`config.mk`:
```
export PLATFORM = sky130hd
export DESIGN_NAME = twag_div
export DESIGN_NICKNAME = d
export VERILOG_FILES = /design/src/rtl/twag_pkg.sv /design/src/rtl/twag_div.sv
export SDC_FILE = /design/constraint.sdc
export NUM_CORES = 1
export LEC_CHECK = 0
export BUFFER_PORTS_ARGS = -buffer_cell sky130_fd_sc_hd__buf_2
export CAP_MARGIN = 20
export CELL_PAD_IN_SITES_DETAIL_PLACEMENT = 0
export CELL_PAD_IN_SITES_GLOBAL_PLACEMENT = 1
export CORE_MARGIN = 1
export CORE_UTILIZATION = 30
export DETAILED_ROUTE_END_ITERATION = 12
export GPL_TIMING_DRIVEN = 1
export HOLD_SLACK_MARGIN = 0.03
export PLACE_DENSITY = 0.61
export SLEW_MARGIN = 40
export SYNTH_ARGS = -nofsm -noshare
export SYNTH_HDL_FRONTEND = slang
export SYNTH_SLANG_ARGS = --single-unit
```
`constraint.sdc`:
```
create_clock -name clk -period 6 [get_ports clk]
set_input_delay 1.2 -clock clk [delete_from_list [all_inputs] [get_ports clk]]
set_output_delay 1.2 -clock clk [all_outputs]
set_load 0.01 [all_outputs]
```
`src/rtl/twag_pkg.sv`:
```
package twag_pkg;

  // ring geometry
  localparam int DEPTH  = 128;
  localparam int ADDR_W = (DEPTH > 1) ? $clog2(DEPTH) : 1;
  localparam int CNT_W  = $clog2(DEPTH + 1);

  // field widths
  localparam int LEVEL_W = 15;
  localparam int STAMP_W = 32;
  localparam int SPAN_W  = 10;
  localparam int USED_W  = 8;
  localparam int CFG_IDX_W  = 1;
  localparam int CFG_DATA_W = 32;

  // full scale, one hundred percent in 1/256 percent units
  localparam int LEVEL_FULL = 25600;
  localparam logic [LEVEL_W-1:0] LEVEL_MAX = LEVEL_W'(LEVEL_FULL);

  // reset values of the registers
  localparam logic [STAMP_W-1:0] WINDOW_RESET = STAMP_W'(60000);
  localparam logic [SPAN_W-1:0]  SPAN_RESET   = SPAN_W'(158);

  // register indexes
  localparam logic [CFG_IDX_W-1:0] REG_WINDOW_MS = CFG_IDX_W'(0);
  localparam logic [CFG_IDX_W-1:0] REG_FILL_SPAN = CFG_IDX_W'(1);

  // datapath widths
  localparam int SUM_W  = $clog2(DEPTH * LEVEL_FULL + 1);
  localparam int PROD_W = SPAN_W + LEVEL_W;
  localparam int DIVD_W = SUM_W;
  localparam int DIVS_W = CNT_W;
  localparam int DIV_CNT_W = $clog2(DIVD_W + 1);

  // bar fill divide by 25600 = 1024 * 25: shift by 10, then multiply by
  // ceil(2^20 / 25) and shift by 20, exact for shifted products below 43690
  localparam int FILL_PRE_SHIFT   = 10;
  localparam int FILL_PRE_W       = PROD_W - FILL_PRE_SHIFT;
  localparam int FILL_RECIP_W     = 16;
  localparam logic [FILL_RECIP_W-1:0] FILL_RECIP = FILL_RECIP_W'(41944);
  localparam int FILL_RECIP_SHIFT = 20;
  localparam int FILL_Q_W         = FILL_PRE_W + FILL_RECIP_W;
  localparam int FILL_HI_W        = FILL_Q_W - FILL_RECIP_SHIFT;

  // one ring entry
  typedef struct packed {
    logic [STAMP_W-1:0] stamp;
    logic [LEVEL_W-1:0] sample;
  } entry_t;

  // ring write port
  typedef struct packed {
    logic              en;
    logic [ADDR_W-1:0] addr;
    entry_t            data;
  } ring_wr_t;

  // divider start request
  typedef struct packed {
    logic              start;
    logic [DIVD_W-1:0] dividend;
    logic [DIVS_W-1:0] divisor;
  } div_req_t;

endpackage

```
`src/rtl/twag_div.sv`:
```
module twag_div (
  input  logic                         clk,
  input  logic                         rst,
  input  twag_pkg::div_req_t           req,
  output logic                         done,
  output logic [twag_pkg::DIVD_W-1:0]  quotient
);
  import twag_pkg::*;

  logic                 busy;
  logic [DIV_CNT_W-1:0] cnt;
  logic [DIVD_W-1:0]    quo;
  logic [DIVS_W-1:0]    rem;
  logic [DIVS_W-1:0]    dvs;
  logic [DIVS_W:0]      shifted;
  logic [DIVS_W:0]      diff;
  logic                 fits;

  // one restoring step: shift in next dividend bit, try subtract
  always_comb begin
    shifted = {rem, quo[DIVD_W-1]};
    diff    = shifted - {1'b0, dvs};
    fits    = (shifted >= {1'b0, dvs});
  end

  // control
  always_ff @(posedge clk) begin
    if (rst) begin
      busy <= 1'b0;
      done <= 1'b0;
      cnt  <= '0;
    end else begin
      done <= 1'b0;
      if (req.start) begin
        busy <= 1'b1;
        cnt  <= '0;
      end else if (busy) begin
        cnt <= cnt + 1'b1;
        if (cnt == DIV_CNT_W'(DIVD_W - 1)) begin
          busy <= 1'b0;
          done <= 1'b1;
        end
      end
    end
  end

  // datapath
  always_ff @(posedge clk) begin
    if (req.start) begin
      quo <= req.dividend;
      rem <= '0;
      dvs <= req.divisor;
    end else if (busy) begin
      quo <= {quo[DIVD_W-2:0], fits};
      rem <= fits ? diff[DIVS_W-1:0] : shifted[DIVS_W-1:0];
    end
  end

  assign quotient = quo;

endmodule

```
## Yosys cells after proc, flatten, opt, wreduce, memory -nomap -nowiden

Index checks and enable logic that the tools add are counted.

- Output and inout bits: 23
- Bits of input ports: 33
- Flip-flop bits (word level): 45

- Multiplexer cells: 7
- Reductions and logical operators: 3
- Add/subtract/negate cells: 2
- Bitwise gates (word level): 1
- Order comparisons: 1
- Equal/unequal tests: 1

Operator list:

| kind | count |
|---|---|
| $mux 22 | 2 |
| $ge 9x8->1 | 1 |
| $mux 8 | 1 |
| $sub 8x8->8 | 1 |
| $add 5x1->5 const B | 1 |
| $eq 5x5->1 const B | 1 |
| $mux 1 | 4 |
| $reduce_or 3->1 | 1 |
| $reduce_bool 2->1 | 1 |
| $reduce_or 2->1 | 1 |
| $not 1->1 | 1 |

## Longest topological paths before layout

- Depth after elaboration: 4
- Gate-level depth with buffers: 8
- Depth with buffers taken out: 8

## Least setup slack after synthesis

OpenSTA, ideal clock, no wires.

- Path kind: input to register
- Start: input req[30] in the netlist's numbering
- End: register quo[0] (netlist: quotient[0]) (enable)
- Setup slack: 3629 ps
- Buffers on the path: 1
- Arrival time: 2017 ps
- Cell stages on the path: 3
- Required time: 5647 ps
- Path through: buf_2 > nor2_1 > inv_1

- Word-level cells in the longest chain between the ends: 1

Ends and longest elaborated chain:

| what | RTL line | text |
|---|---|---|
| from (decl) | twag_div.sv:4 | `input twag_pkg::div_req_t req,` |
| $reduce_bool 2->1 (no source line) | n/a |  |
| to (signal assigned) | twag_div.sv:50 | `quo <= req.dividend;` |
| to (signal assigned) | twag_div.sv:54 | `quo <= {quo[DIVD_W-2:0], fits};` |
| to (decl) | twag_div.sv:12 | `logic [DIVD_W-1:0] quo;` |

No other way between the ends.
A chain may end at the register's enable or synchronous reset.

## Worst setup path after layout

- Start: input req[30] in the netlist's numbering
- End: register quo[15] (netlist: quotient[15]) (enable)

The elaborated chain is that of the path after synthesis.

==> impl_results.md <==
- TritonCTS Buffers: 5
- EDFF count, synth: 30
- DRT iter0 DRCs: 49
- Data required, critical path: 5.94 ns
- CP Buf/Inv Count: 2
- Max Root-Sink Buffers: 2
- Pre-CTS setup slack: 2.76 ns
- Final worst slack: 3.42 ns
- Post-route DRC violation count: 0
- Gr ovfl total: 0
- WHS: 0.502 ns
- Slowest-stage cell, CP: buf_2
- Total Routed Length: 4180 um
- Total area of sequential cells: 1200 um2
- Hold Vio Cnt, Final: 0
- Critical Path Max Stage Delay: 0.58 ns
- Gpl congestion: 0.725
- Critical path launch point type: primary input
- Die H: 87.8 um
- Register area share after synthesis: 54.4%
- Clk slew on worst S/H paths: 0.10 ns
- DRT Pass-1 Iters: 4
- Leak: 1.12 nW
- Pint: 0.521 mW
- Post-synthesis compound-gate area fraction: 9.23%
- Mux contribution to synthesized area: 13.5%
- Unique masters post-synth: 38
- Mean Syn Cell Area: 12.3 um2
- Wire per inst: 12.6 um
- Fillcell total: 690
- Worst skew pair latency: 0.30 ns
- GRT Overall Usage: 11.6%
- Highest clock rate: 387 MHz
- ANT nets after route: 0
- Clock Sinks: 45
- VDD IR max: 0.000145 V
- Max FO, Critical Path: 37
- PwrDens: 262 nW/um2
- Synthesis-to-finish area growth: 21.5%
- First-pass GRT wire length: 6690 um
- Setup_tns: 0 ns
- I/O Pins: 56
- Post-synthesis xor/xnor area fraction: 3.57%
- Synthesized instance count: 179
- Clock power share: 31.0%
- RSZ-0062 raised after global routing: false
- Port buffer count: 55
- Reg power frac: 53.0%
- Setup bufs post-CTS: 0
- Vias/cell: 4.51
- Die Wd: 87.8 um
- Area of the multi-input gates: 925 um2
- Post-cts gate resize count: 0
- CP arrival: 2.53 ns
- DP Area: 2570 um2
- Antenna violations before repair: 0
- Layout cell share with drive strength beyond 1: 39.8%
- Nets: 279
- Cts hold-fix bufs: 0
- # rows: 30
- Yosys warns: 0
- Slew Limit Fails: 0
- Worst Clk Skew: 0.00836 ns
- Period utilisation layout: 43.1%
- Setup CP Type: in -> reg
- Worst-Margin Slew: 0.761 ns
- Total core area: 6940 um2
- Status: finished, final reports clean
- Diode count: 0
- CP top delay family: buffers and inverters
- Critical path capture point type: flip-flop
- Design Area, Final: 2680 um2
- Netlist Area Pre-Place: 2210 um2
- Initial Util: 31.8%
- Via count: 1,497
- Switching pwr: 0.183 mW
- Final min period: 2.58 ns
- CTS Root Buffer Type: clkbuf_8
- Switching share of power: 26.0%
- Largest net degree at the start of global routing: 38
- Vias in the first global route: 1,382
- Flops & latches, synth: 45
- CTS tree: built
- H-tree depth: 2
- Comb power frac: 15.9%
- HP Class: reg -> reg
- Synth Area in Adders: 6.57%
- FFs w/ async S/R, synth: 0%
- Syn Nets: 223
- Cell Chain, Critical Path: buf_2 > nor2_1 > inv_2
- DP HPWL: 3030 um
- Final setup fails: 0
- Max-capacitance violation count: 0
- Die area: 7710 um2
- Post-Synth Simple-Gate Area: 9.00%
- Ys flop type: edfxtp_1
- Largest family of logic cells by synthesized area: multiplexers
- Rel. slew slack: 49.3%
stage by stage:
step / power (mW) / util, % / std cells
after floorplan: 0.452 / - / 179
after global placement: 0.495 / 37.1 / 324
after detailed placement: 0.493 / 37.1 / 324
after CTS: 0.710 / 38.6 / 332
after global routing: 0.740 / 38.6 / 332
final: 0.704 / 38.6 / 332
layout make-up:
| cell class | instances | share of cell area (%) |
|---|---|---|
| clock buffers | 6 | 3.50 |
| clock inverters | 2 | 0.606 |
| inverters | 14 | 1.96 |
| multi-input cells | 114 | 34.5 |
| flip-flops and latches | 45 | 44.8 |
| well taps | 96 | 4.48 |
| repair buffers | 55 | 10.3 |
cell usage in the layout (no fill, tap or decap), types with 2 or more instances in the layout:
master	n
nor2b_1	2
nor2_1	15
nor3_1	3
a31oi_1	2
mux2_2	22
dfxtp_1	15
o21ai_0	4
nand2_1	9
clkbuf_8	5
a211oi_1	3
inv_1	13
or2_2	4
nand2b_1	3
a21oi_1	3
edfxtp_1	30
mux2i_1	5
a21o_1	3
nand3_1	2
nand4_1	2
buf_2	55
xor2_1	6
ha_1	10
xnor2_1	3
state kept, by name (all words and copies together) (netlist names):
signal,cells
done,1
cnt,5
dvs,8
busy,1
rem,8
quotient,22
logic make-up after synthesis:
group,Yosys count
compound gates,25
simple gates,42
fa+ha+maj,11
xor+xnor,9
flops,45
mux,27
buf+inv,20
cell usage after synthesis (all sizes together) (4+ instances only):
cell type	count	area share [%]
inv	14	2.4
o21ai	5	1.3
dfxtp	15	14
edfxtp	30	41
nor2	15	2.5
mux2i	5	2.3
xor2	6	2.4
mux2	22	11
buf	5	1.2
or2	4	1.1
ha	10	5.7
nand2	9	1.5
routing by layer:
metal | global-route usage [%] | vias up | part of all wire (%)
li1 | - | 754 | -
met1 | 16.3 | 688 | 50
met2 | 16.2 | 50 | 42
met3 | 4.34 | 5 | 6.5
met4 | 4.02 | 0 | 1.5
met5 | 0 | - | 0
path summary, 6_finish.rpt:
path | slack [ns] | start | endpoint | cells after the start
setup / recovery | 3.42 | req[30] | quotient[15] | 3
hold / removal | 0.50 | rem[3] | rem[3] | 2
setup reg to reg | 3.90 | rem[4] | rem[1] | 6
hold reg to reg | 0.50 | rem[3] | rem[3] | 2
power by group through the flow:
| stage | registers, mW | clock network (mW) | logic, mW |
|---|---|---|---|
| 2_1_floorplan | 0.384 | 0 | 0.0680 |
| 3_3_place_gp | 0.381 | 0 | 0.114 |
| 3_5_place_dp | 0.380 | 0 | 0.113 |
| 4_1_cts | 0.374 | 0.222 | 0.114 |
| 5_1_grt | 0.377 | 0.239 | 0.125 |
| 6_report | 0.373 | 0.218 | 0.112 |
tightest hold or removal path: cells and delay by family (launching register included):
family | cells | cell delay, ns
AND/OR/NAND/NOR | 1 | 0.05
AO/OA/AOI/OAI | 1 | 0.06
flip-flops | 1 | 0.34
Note: power is estimated with default switching activity, not from simulation.
